`src/sv/lfu_pkg.sv`:
```
// Shared types and constants for the LFU cache block.
// No dependencies.
package lfu_pkg;
  localparam int ENTRIES_DEF    = 16;
  localparam int COUNT_BITS_DEF = 16;
  localparam int CAP_BITS       = 5;
  localparam int DATA_W         = 32;
  localparam logic [CAP_BITS-1:0] CAP_RESET = 5'd16;
  localparam logic [DATA_W-1:0]   GET_MISS  = '1;
  localparam logic REQ_GET = 1'b0;
  localparam logic REQ_PUT = 1'b1;

  // Update broadcast to all cells.
  typedef struct packed {
    logic en;     // apply an update this cycle
    logic fresh;  // install new key/value with count 1
    logic wr;     // overwrite value on hit
  } upd_t;

  typedef enum logic [2:0] {
    ST_IDLE = 3'b001,
    ST_SCAN = 3'b010,
    ST_OUT  = 3'b100
  } state_t;
endpackage

```
`src/sv/lfu_if.sv`:
```
// Valid/ready channel interfaces for request and response beats.
// Depends on lfu_pkg.
interface lfu_req_if;
  logic valid;
  logic ready;
  logic req_type;
  logic signed [lfu_pkg::DATA_W-1:0] lookup_key;
  logic signed [lfu_pkg::DATA_W-1:0] store_value;
  modport source (output valid, req_type, lookup_key, store_value, input ready);
  modport sink (input valid, req_type, lookup_key, store_value, output ready);
endinterface

interface lfu_rsp_if;
  logic valid;
  logic ready;
  logic found;
  logic signed [lfu_pkg::DATA_W-1:0] read_value;
  logic evicted;
  modport source (output valid, found, read_value, evicted, input ready);
  modport sink (input valid, found, read_value, evicted, output ready);
endinterface

```
`src/sv/lfu_cache_lru_tiebreak_unit.sv`:
```
// LFU cache with LRU tie break: a row of ENTRIES slot cells through which a
// search token travels one slot per cycle, collecting the key match and the
// eviction candidate. One request at a time: accept, then scan and update
// while the token passes the whole cell row, then the response beat; a new
// request is accepted only once the response has been taken.
// Depends on lfu_pkg, lfu_req_if, lfu_rsp_if and lfu_cell.
module lfu_cache_lru_tiebreak_unit #(
  parameter int ENTRIES    = lfu_pkg::ENTRIES_DEF,
  parameter int COUNT_BITS = lfu_pkg::COUNT_BITS_DEF
) (
  input  logic                          clk,
  input  logic                          rst,
  input  logic                          cfg_we,
  input  logic [lfu_pkg::CAP_BITS-1:0]  cfg_data,
  lfu_req_if.sink                       req,
  lfu_rsp_if.source                     rsp
);
  localparam int IW = (ENTRIES > 1) ? $clog2(ENTRIES) : 1;
  localparam int FW = $clog2(ENTRIES + 1);
  localparam int CW = ((FW > lfu_pkg::CAP_BITS) ? FW : lfu_pkg::CAP_BITS) + 1;
  localparam int DW = lfu_pkg::DATA_W;

  lfu_pkg::state_t            state;
  logic [lfu_pkg::CAP_BITS-1:0] capacity;
  logic [FW-1:0]              fill;
  logic [FW-1:0]              cnt;
  logic                       is_put;
  logic [DW-1:0]              req_key;
  logic [DW-1:0]              req_val;

  logic                       c_hit      [ENTRIES+1];
  logic [IW-1:0]              c_hit_idx  [ENTRIES+1];
  logic [DW-1:0]              c_hit_val  [ENTRIES+1];
  logic [FW-1:0]              c_hit_rank [ENTRIES+1];
  logic                       c_best_vld [ENTRIES+1];
  logic [IW-1:0]              c_best_idx [ENTRIES+1];
  logic [COUNT_BITS-1:0]      c_best_cnt [ENTRIES+1];
  logic [FW-1:0]              c_best_rank[ENTRIES+1];

  lfu_pkg::upd_t              upd;
  logic [IW-1:0]              upd_idx;
  logic [FW-1:0]              upd_rank;
  logic                       done;
  logic                       has_room;
  logic [CW-1:0]              eff_cap;

  assign c_hit[0]       = 1'b0;
  assign c_hit_idx[0]   = '0;
  assign c_hit_val[0]   = '0;
  assign c_hit_rank[0]  = '0;
  assign c_best_vld[0]  = 1'b0;
  assign c_best_idx[0]  = '0;
  assign c_best_cnt[0]  = '0;
  assign c_best_rank[0] = '0;

  for (genvar g = 0; g < ENTRIES; g++) begin : g_cell
    lfu_cell #(
      .COUNT_BITS(COUNT_BITS), .IDX(g), .IW(IW), .FW(FW)
    ) u_cell (
      .clk          (clk),
      .req_key      (req_key),
      .req_val      (req_val),
      .fill         (fill),
      .upd          (upd),
      .upd_idx      (upd_idx),
      .upd_rank     (upd_rank),
      .in_hit       (c_hit[g]),
      .in_hit_idx   (c_hit_idx[g]),
      .in_hit_val   (c_hit_val[g]),
      .in_hit_rank  (c_hit_rank[g]),
      .in_best_vld  (c_best_vld[g]),
      .in_best_idx  (c_best_idx[g]),
      .in_best_cnt  (c_best_cnt[g]),
      .in_best_rank (c_best_rank[g]),
      .out_hit      (c_hit[g+1]),
      .out_hit_idx  (c_hit_idx[g+1]),
      .out_hit_val  (c_hit_val[g+1]),
      .out_hit_rank (c_hit_rank[g+1]),
      .out_best_vld (c_best_vld[g+1]),
      .out_best_idx (c_best_idx[g+1]),
      .out_best_cnt (c_best_cnt[g+1]),
      .out_best_rank(c_best_rank[g+1])
    );
  end

  assign req.ready = (state == lfu_pkg::ST_IDLE);
  assign rsp.valid = (state == lfu_pkg::ST_OUT);
  assign done      = (state == lfu_pkg::ST_SCAN) && (cnt == FW'(ENTRIES));

  always_comb begin
    if (capacity == '0) begin
      eff_cap = CW'(1);
    end else if (CW'(capacity) > CW'(ENTRIES)) begin
      eff_cap = CW'(ENTRIES);
    end else begin
      eff_cap = CW'(capacity);
    end
  end
  assign has_room = CW'(fill) < eff_cap;

  // decide the update once the token has passed the last slot
  always_comb begin
    upd      = '0;
    upd_idx  = c_hit_idx[ENTRIES];
    upd_rank = c_hit_rank[ENTRIES];
    if (done) begin
      if (c_hit[ENTRIES]) begin
        upd.en = 1'b1;
        upd.wr = is_put;
      end else if (is_put) begin
        upd.en    = 1'b1;
        upd.fresh = 1'b1;
        if (has_room) begin
          upd_idx  = fill[IW-1:0];
          upd_rank = fill + FW'(1);
        end else begin
          upd_idx  = c_best_idx[ENTRIES];
          upd_rank = c_best_rank[ENTRIES];
        end
      end
    end
  end

  always_ff @(posedge clk) begin
    if (rst) begin
      state    <= lfu_pkg::ST_IDLE;
      capacity <= lfu_pkg::CAP_RESET;
      fill     <= '0;
      cnt      <= '0;
    end else begin
      if (cfg_we) begin
        capacity <= cfg_data;
      end
      unique case (state)
        lfu_pkg::ST_IDLE: begin
          cnt <= '0;
          if (req.valid) begin
            state <= lfu_pkg::ST_SCAN;
          end
        end
        lfu_pkg::ST_SCAN: begin
          cnt <= cnt + FW'(1);
          if (done) begin
            state <= lfu_pkg::ST_OUT;
            if (!c_hit[ENTRIES] && is_put && has_room) begin
              fill <= fill + FW'(1);
            end
          end
        end
        lfu_pkg::ST_OUT: begin
          if (rsp.ready) begin
            state <= lfu_pkg::ST_IDLE;
          end
        end
        default: state <= lfu_pkg::ST_IDLE;
      endcase
    end
  end

  always_ff @(posedge clk) begin
    if (req.valid && req.ready) begin
      is_put  <= (req.req_type == lfu_pkg::REQ_PUT);
      req_key <= req.lookup_key;
      req_val <= req.store_value;
    end
    if (done) begin
      rsp.found   <= c_hit[ENTRIES];
      rsp.evicted <= !c_hit[ENTRIES] && is_put && !has_room;
      if (is_put) begin
        rsp.read_value <= '0;
      end else if (c_hit[ENTRIES]) begin
        rsp.read_value <= c_hit_val[ENTRIES];
      end else begin
        rsp.read_value <= lfu_pkg::GET_MISS;
      end
    end
  end
endmodule

```
`src/sv/lfu_cell.sv`:
```
// One cache slot: key, value, use count and recency rank, plus one stage of
// the search token that walks the row. Depends on lfu_pkg.
module lfu_cell #(
  parameter int COUNT_BITS = lfu_pkg::COUNT_BITS_DEF,
  parameter int IDX        = 0,
  parameter int IW         = 1,
  parameter int FW         = 1
) (
  input  logic                          clk,
  input  logic [lfu_pkg::DATA_W-1:0]    req_key,
  input  logic [lfu_pkg::DATA_W-1:0]    req_val,
  input  logic [FW-1:0]                 fill,
  input  lfu_pkg::upd_t                 upd,
  input  logic [IW-1:0]                 upd_idx,
  input  logic [FW-1:0]                 upd_rank,
  input  logic                          in_hit,
  input  logic [IW-1:0]                 in_hit_idx,
  input  logic [lfu_pkg::DATA_W-1:0]    in_hit_val,
  input  logic [FW-1:0]                 in_hit_rank,
  input  logic                          in_best_vld,
  input  logic [IW-1:0]                 in_best_idx,
  input  logic [COUNT_BITS-1:0]         in_best_cnt,
  input  logic [FW-1:0]                 in_best_rank,
  output logic                          out_hit,
  output logic [IW-1:0]                 out_hit_idx,
  output logic [lfu_pkg::DATA_W-1:0]    out_hit_val,
  output logic [FW-1:0]                 out_hit_rank,
  output logic                          out_best_vld,
  output logic [IW-1:0]                 out_best_idx,
  output logic [COUNT_BITS-1:0]         out_best_cnt,
  output logic [FW-1:0]                 out_best_rank
);
  localparam logic [IW-1:0] MY_IDX = IW'(IDX);

  logic [lfu_pkg::DATA_W-1:0] key;
  logic [lfu_pkg::DATA_W-1:0] val;
  logic [COUNT_BITS-1:0]      cnt;
  logic [FW-1:0]              rank;
  logic                       used;
  logic                       mine;
  logic                       better;

  assign used   = FW'(IDX) < fill;
  assign mine   = used && (key == req_key);
  assign better = used && (!in_best_vld || (cnt < in_best_cnt) ||
                           ((cnt == in_best_cnt) && (rank > in_best_rank)));

  // advance the search token one slot
  always_ff @(posedge clk) begin
    out_hit <= in_hit | mine;
    if (!in_hit && mine) begin
      out_hit_idx  <= MY_IDX;
      out_hit_val  <= val;
      out_hit_rank <= rank;
    end else begin
      out_hit_idx  <= in_hit_idx;
      out_hit_val  <= in_hit_val;
      out_hit_rank <= in_hit_rank;
    end
    out_best_vld <= in_best_vld | used;
    if (better) begin
      out_best_idx  <= MY_IDX;
      out_best_cnt  <= cnt;
      out_best_rank <= rank;
    end else begin
      out_best_idx  <= in_best_idx;
      out_best_cnt  <= in_best_cnt;
      out_best_rank <= in_best_rank;
    end
  end

  always_ff @(posedge clk) begin
    if (upd.en) begin
      if (upd_idx == MY_IDX) begin
        rank <= '0;
        if (upd.fresh) begin
          key <= req_key;
          val <= req_val;
          cnt <= COUNT_BITS'(1);
        end else begin
          if (cnt != '1) begin
            cnt <= cnt + COUNT_BITS'(1);
          end
          if (upd.wr) begin
            val <= req_val;
          end
        end
      end else if (used && (rank < upd_rank)) begin
        rank <= rank + FW'(1);
      end
    end
  end
endmodule

```
`src/flat_wrapper.sv`:
```
// flat-port wrapper written by rule: the top's interface ports become plain ports
module lfu_cache_lru_tiebreak_unit_flat 
#(
  parameter int ENTRIES    = lfu_pkg::ENTRIES_DEF,
  parameter int COUNT_BITS = lfu_pkg::COUNT_BITS_DEF
)
  (clk, rst, cfg_we, cfg_data, req_valid, req_req_type, req_lookup_key, req_store_value, req_ready, rsp_valid, rsp_found, rsp_read_value, rsp_evicted, rsp_ready);
  lfu_req_if req_i ();
  lfu_rsp_if rsp_i ();
  input  logic clk;
  input  logic rst;
  input  logic cfg_we;
  input  logic [lfu_pkg::CAP_BITS-1:0] cfg_data;
  input wire logic [$bits(req_i.valid)-1:0] req_valid;
  input wire logic [$bits(req_i.req_type)-1:0] req_req_type;
  input wire logic [$bits(req_i.lookup_key)-1:0] req_lookup_key;
  input wire logic [$bits(req_i.store_value)-1:0] req_store_value;
  output wire logic [$bits(req_i.ready)-1:0] req_ready;
  output wire logic [$bits(rsp_i.valid)-1:0] rsp_valid;
  output wire logic [$bits(rsp_i.found)-1:0] rsp_found;
  output wire logic [$bits(rsp_i.read_value)-1:0] rsp_read_value;
  output wire logic [$bits(rsp_i.evicted)-1:0] rsp_evicted;
  input wire logic [$bits(rsp_i.ready)-1:0] rsp_ready;
  assign req_i.valid = req_valid;
  assign req_i.req_type = req_req_type;
  assign req_i.lookup_key = req_lookup_key;
  assign req_i.store_value = req_store_value;
  assign req_ready = req_i.ready;
  assign rsp_valid = rsp_i.valid;
  assign rsp_found = rsp_i.found;
  assign rsp_read_value = rsp_i.read_value;
  assign rsp_evicted = rsp_i.evicted;
  assign rsp_i.ready = rsp_ready;
  lfu_cache_lru_tiebreak_unit #(.ENTRIES(ENTRIES), .COUNT_BITS(COUNT_BITS)) u_core (.clk(clk), .rst(rst), .cfg_we(cfg_we), .cfg_data(cfg_data), .req(req_i), .rsp(rsp_i));
endmodule
```
`config.mk`:
```
export PLATFORM = sky130hd
export DESIGN_NAME = lfu_cache_lru_tiebreak_unit_flat
export DESIGN_NICKNAME = d
export VERILOG_FILES = /design/src/sv/lfu_pkg.sv /design/src/sv/lfu_if.sv /design/src/sv/lfu_cache_lru_tiebreak_unit.sv /design/src/sv/lfu_cell.sv /design/src/flat_wrapper.sv
export SDC_FILE = /design/constraint.sdc
export NUM_CORES = 2
export LEC_CHECK = 0
export ABC_AREA = 1
export BUFFER_PORTS_ARGS = -buffer_cell sky130_fd_sc_hd__buf_4
export CORE_MARGIN = 2
export CORE_UTILIZATION = 55
export DETAILED_ROUTE_END_ITERATION = 8
export GPL_ROUTABILITY_DRIVEN = 0
export PLACE_DENSITY = 0.71
export SYNTH_ARGS = -nofsm -noshare
export SYNTH_HDL_FRONTEND = slang
export SYNTH_SLANG_ARGS = --single-unit
```
`constraint.sdc`:
```
create_clock -name clk -period 5.8 [get_ports clk]
set_input_delay 0.58 -clock clk [delete_from_list [all_inputs] [get_ports clk]]
set_output_delay 0.58 -clock clk [all_outputs]
set_load 0.02 [all_outputs]
```
==> summary.md <==
| Metric | Value |
|---|---|
| Post-detail-place hpwl | `167000 um` |
| Post-Syn Instances | `9894` |
| Start of the worst register-to-register path | `u_core.fill[4]` |
| Clock Root Buffer | `clkbuf_16` |
| Wire per inst | `19.3 um` |
| Max Fclk | `227 MHz` |
| Layout Skew | `0.0985 ns` |
| Yosys top cell by area | `edfxtp_1` |
| CP max FO | `16` |
| Clk buf depth | `3` |
| Flop-to-flop setup slack | `1.39 ns` |
| Die Y | `436 um` |
| Yosys reg bits | `2518` |
| Post-route insts no fill | `12806` |
| Sequential element share of the synthesized area | `63.4%` |
| Pre-CTS setup slack | `1.41 ns` |
| Status | `completed` |
| Die Wd | `436 um` |
| Psw | `0.00747 W` |
| FP Rows | `158` |
| Fraction of power spent switching nets | `20.7%` |
| Clk sinks | `2518` |
| Multi-input logic area | `0.0318 mm^2` |
| Least-Margin Pin Slew | `1.18 ns` |
| Hold path depth | `4` |
| CTS resizes | `0` |
| Final core occ | `62.2%` |
| Inserted Clock Buffers | `241` |
| Syn_area_per_cell | `10.4 um^2` |
| Total power per unit cell area | `313 mW/mm^2` |
| Routed vias | `69116` |
| Worst hold path class | `in -> reg` |
| WP data arrival | `4.95 ns` |
| Endpoints failing hold | `0` |
| Number of synthesis warnings | `0` |
| Synth top area cells | `edfxtp_1, dfxtp_1, nand2_1, ha_1, inv_1` |
| Vias per cell | `5.40` |
| IO Pins | `111` |
| Vias in the first global route | `67485` |
| Worst VDD drop | `0.000326 V` |
| Pwr Total | `0.0361 W` |
| Pint | `0.0286 W` |
| Post-Syn Nets | `10371` |
| Hold EP | `u_core.state[2]` |
| Ys async rst share | `0%` |
| Clock share of power | `44.9%` |
| Worst-Skew Late Latency | `0.91 ns` |
| Core Region | `0.185 mm^2` |
| Number of flops mapped to enable cells by yosys | `1459` |
| Die Area | `0.190 mm^2` |
| Largest net degree at the start of global routing | `79` |
| I/O Buffers | `110` |
| Number of nets in the layout | `10579` |
| Post-CTS setup buffers | `0` |
| Worst-path clk slew | `0.07 ns` |
| Distinct cells, synth | `61` |
| P_leak | `45.7 nW` |
| Fill count | `14513` |
| Initial antenna violation count | `9` |
| CTS tree | `done` |
| Sequential cell area | `0.0650 mm^2` |
| H-tree depth | `4` |
| Final setup TNS | `0 ns` |
| Cell total after placement | `12266` |
| Logic pwr share | `2.1%` |
| Top cell type's share of synthesized area | `42.7%` |
| Main flop type after synthesis | `edfxtp_1` |
| Layout area overhead | `12.4%` |
| First-pass GRT wire length | `382000 um` |
| Drt drc | `0` |
| Fin crit share | `76.0%` |
| Post-Route WL | `247000 um` |
| Final ANT Viol Nets | `0` |
| DRT iter0 DRCs | `6805` |
| Rel. slew slack | `21.4%` |
| Reg-to-Reg End | `u_core.g_cell[8].u_cell.rank[1]` |
| First-pass iteration count of the detailed router | `8` |
| Slew Limit Fails | `0` |
| CP required | `6.34 ns` |
| Flop pwr share | `52.9%` |
| Global Route Usage Sum | `25.8%` |
| Initial Util | `55.3%` |
| Mapped Area | `0.103 mm^2` |
| CP Capture Type | `flop` |
| Final Setup Violations | `0` |
| Crit Path Category | `reg -> reg` |
| Min-delay src | `rsp_ready` |
| Critical Path Source | `u_core.fill[4]` |
| Share of post-route cells with drive strength above 1 | `7.73%` |
| Remaining global-route overflow | `0` |
| Fin crit period | `4.41 ns` |
| RSZ-0062 raised after global routing | `no` |
| Final setup margin | `1.39 ns` |
| Max Cap Violations | `0` |
| Worst Setup Start Kind | `flop` |
| Reg2Reg Depth | `12` |
## cell usage in the layout (no fill, tap or decap), drive strengths merged, types with 20 or more instances in the layout
master | Yosys | layout
nand2 | 2322 | 2322
edfxtp | 1459 | 1459
inv | 1189 | 1193
dfxtp | 1059 | 1059
nor2 | 674 | 674
o21ai | 532 | 532
nand3 | 427 | 427
ha | 402 | 402
clkbuf | 184 | 362
a21oi | 341 | 341
nand4 | 247 | 247
xor2 | 245 | 245
buf | 160 | 236
xnor2 | 191 | 191
nor3 | 101 | 101
dlygate4sd3 | 0 | 73
clkinv | 2 | 66
nor4 | 63 | 63
or2 | 49 | 49
nor3b | 45 | 45
o22ai | 34 | 34
bufinv | 0 | 21
a31oi | 20 | 20
## registers in the layout, summed over array words and instances (netlist names), 3 cells and up
register                            flops
u_core.capacity                         5
u_core.fill                             5
u_core.g_cell.u_cell.out_best_vld      15
u_core.g_cell.u_cell.cnt              256
u_core.g_cell.u_cell.out_hit           16
u_core.g_cell.u_cell.rank              80
u_core.g_cell.u_cell.val              512
u_core.rsp.read_value                  32
u_core.req_val                         32
u_core.g_cell.u_cell.out_hit_idx       49
u_core.cnt                              5
u_core.g_cell.u_cell.key              512
u_core.g_cell.u_cell.out_hit_rank      80
u_core.g_cell.u_cell.out_hit_val      512
u_core.req_key                         32
u_core.state                            3
u_core.g_cell.u_cell.out_best_cnt     240
u_core.g_cell.u_cell.out_best_rank     80
u_core.g_cell.u_cell.out_best_idx      49
## per-stage QoR
stage,hold slack [ns],area [um^2]
global placement,0.390,106000
floorplan,0.387,103000
CTS,0.0504,115000
finish,0.113,115000
detailed placement,0.394,106000
global route,0.0787,115000
## final cells by class
class	instances	area share, %
antenna	6	0.0130
clock buffer	362	6.16
clock inverter	99	1.14
inverter	1191	3.89
multi-input combinational	5841	27.5
sequential	2518	56.4
tap	2480	2.69
timing repair buffer	309	2.21
## power groups by stage
stage	clock network (W)	logic (W)	registers, W
2_1_floorplan	0	0.000384	0.0194
3_3_place_gp	0	0.000702	0.0195
3_5_place_dp	0	0.000715	0.0195
4_1_cts	0.0164	0.000764	0.0191
5_1_grt	0.0171	0.000819	0.0191
6_report	0.0162	0.000768	0.0191
## how the worst max path moves through the flow
stage               depth (start not counted)                               to  slack (ns)
finish                                     12  u_core.g_cell[8].u_cell.rank[1]        1.39
global route                               13  u_core.g_cell[9].u_cell.val[18]        1.12
CTS                                        10  u_core.g_cell[9].u_cell.key[30]        1.41
detailed placement                         10  u_core.g_cell[9].u_cell.key[21]        1.41
global placement                           10  u_core.g_cell[9].u_cell.key[22]        1.55
floorplan                                  15  u_core.g_cell[15].u_cell.key[0]        1.30
## cell families after synthesis
group	synth area share (%)
DFF	63.4
AOI/OAI and AO/OA	5.61
adders and majority gates	4.90
and+or+nand+nor	16.4
xor gates and xnor gates	3.72
buffers and inverters	5.99
## synthesized netlist by cell type (20+ instances only)
cell type / number
nand3_1: 421
xnor2_1: 191
o21ai_0: 428
edfxtp_1: 1459
nand2_1: 2313
a31oi_1: 20
ha_1: 402
xor2_1: 245
o21ai_1: 103
buf_1: 20
or2_2: 48
inv_2: 20
a21oi_1: 326
nor3b_1: 45
dfxtp_1: 1059
clkbuf_1: 182
o22ai_1: 34
nor2_1: 648
nor4_1: 63
inv_1: 1167
nand4_1: 246
nor3_1: 100
buf_4: 31
buf_2: 90
## routing by layer
metal | vias up | part of all wire (%) | global-route usage, % | wire, um
li1 | 33308 | - | - | -
met1 | 32731 | 42 | 33.9 | 103000
met2 | 2533 | 47 | 42.4 | 116000
met3 | 542 | 7.1 | 4.03 | 17600
met4 | 2 | 4.2 | 11.1 | 10400
met5 | - | 0.0053 | 0 | 13
## what timing repair did
| item | CTS | global route |
|---|---|---|
| setup endpoints to repair | 0 | 0 |
| hold buffers | 73 | 0 |
| hold endpoints to repair | 76 | 0 |
## worst max-delay path, stage by stage (launching register included)
cell and delay [ns]:
dfxtp_1 0.78, ha_1 0.37, a21o_1 0.19, nor2_2 0.18, nand2_2 0.13, nand2_2 0.12, inv_2 0.09, a221oi_2 0.77
buf_4 0.39, ha_1 0.29, a2111oi_0 0.49, nand2_1 0.11, nand2_1 0.18
Power figures use the tool's default switching activity.
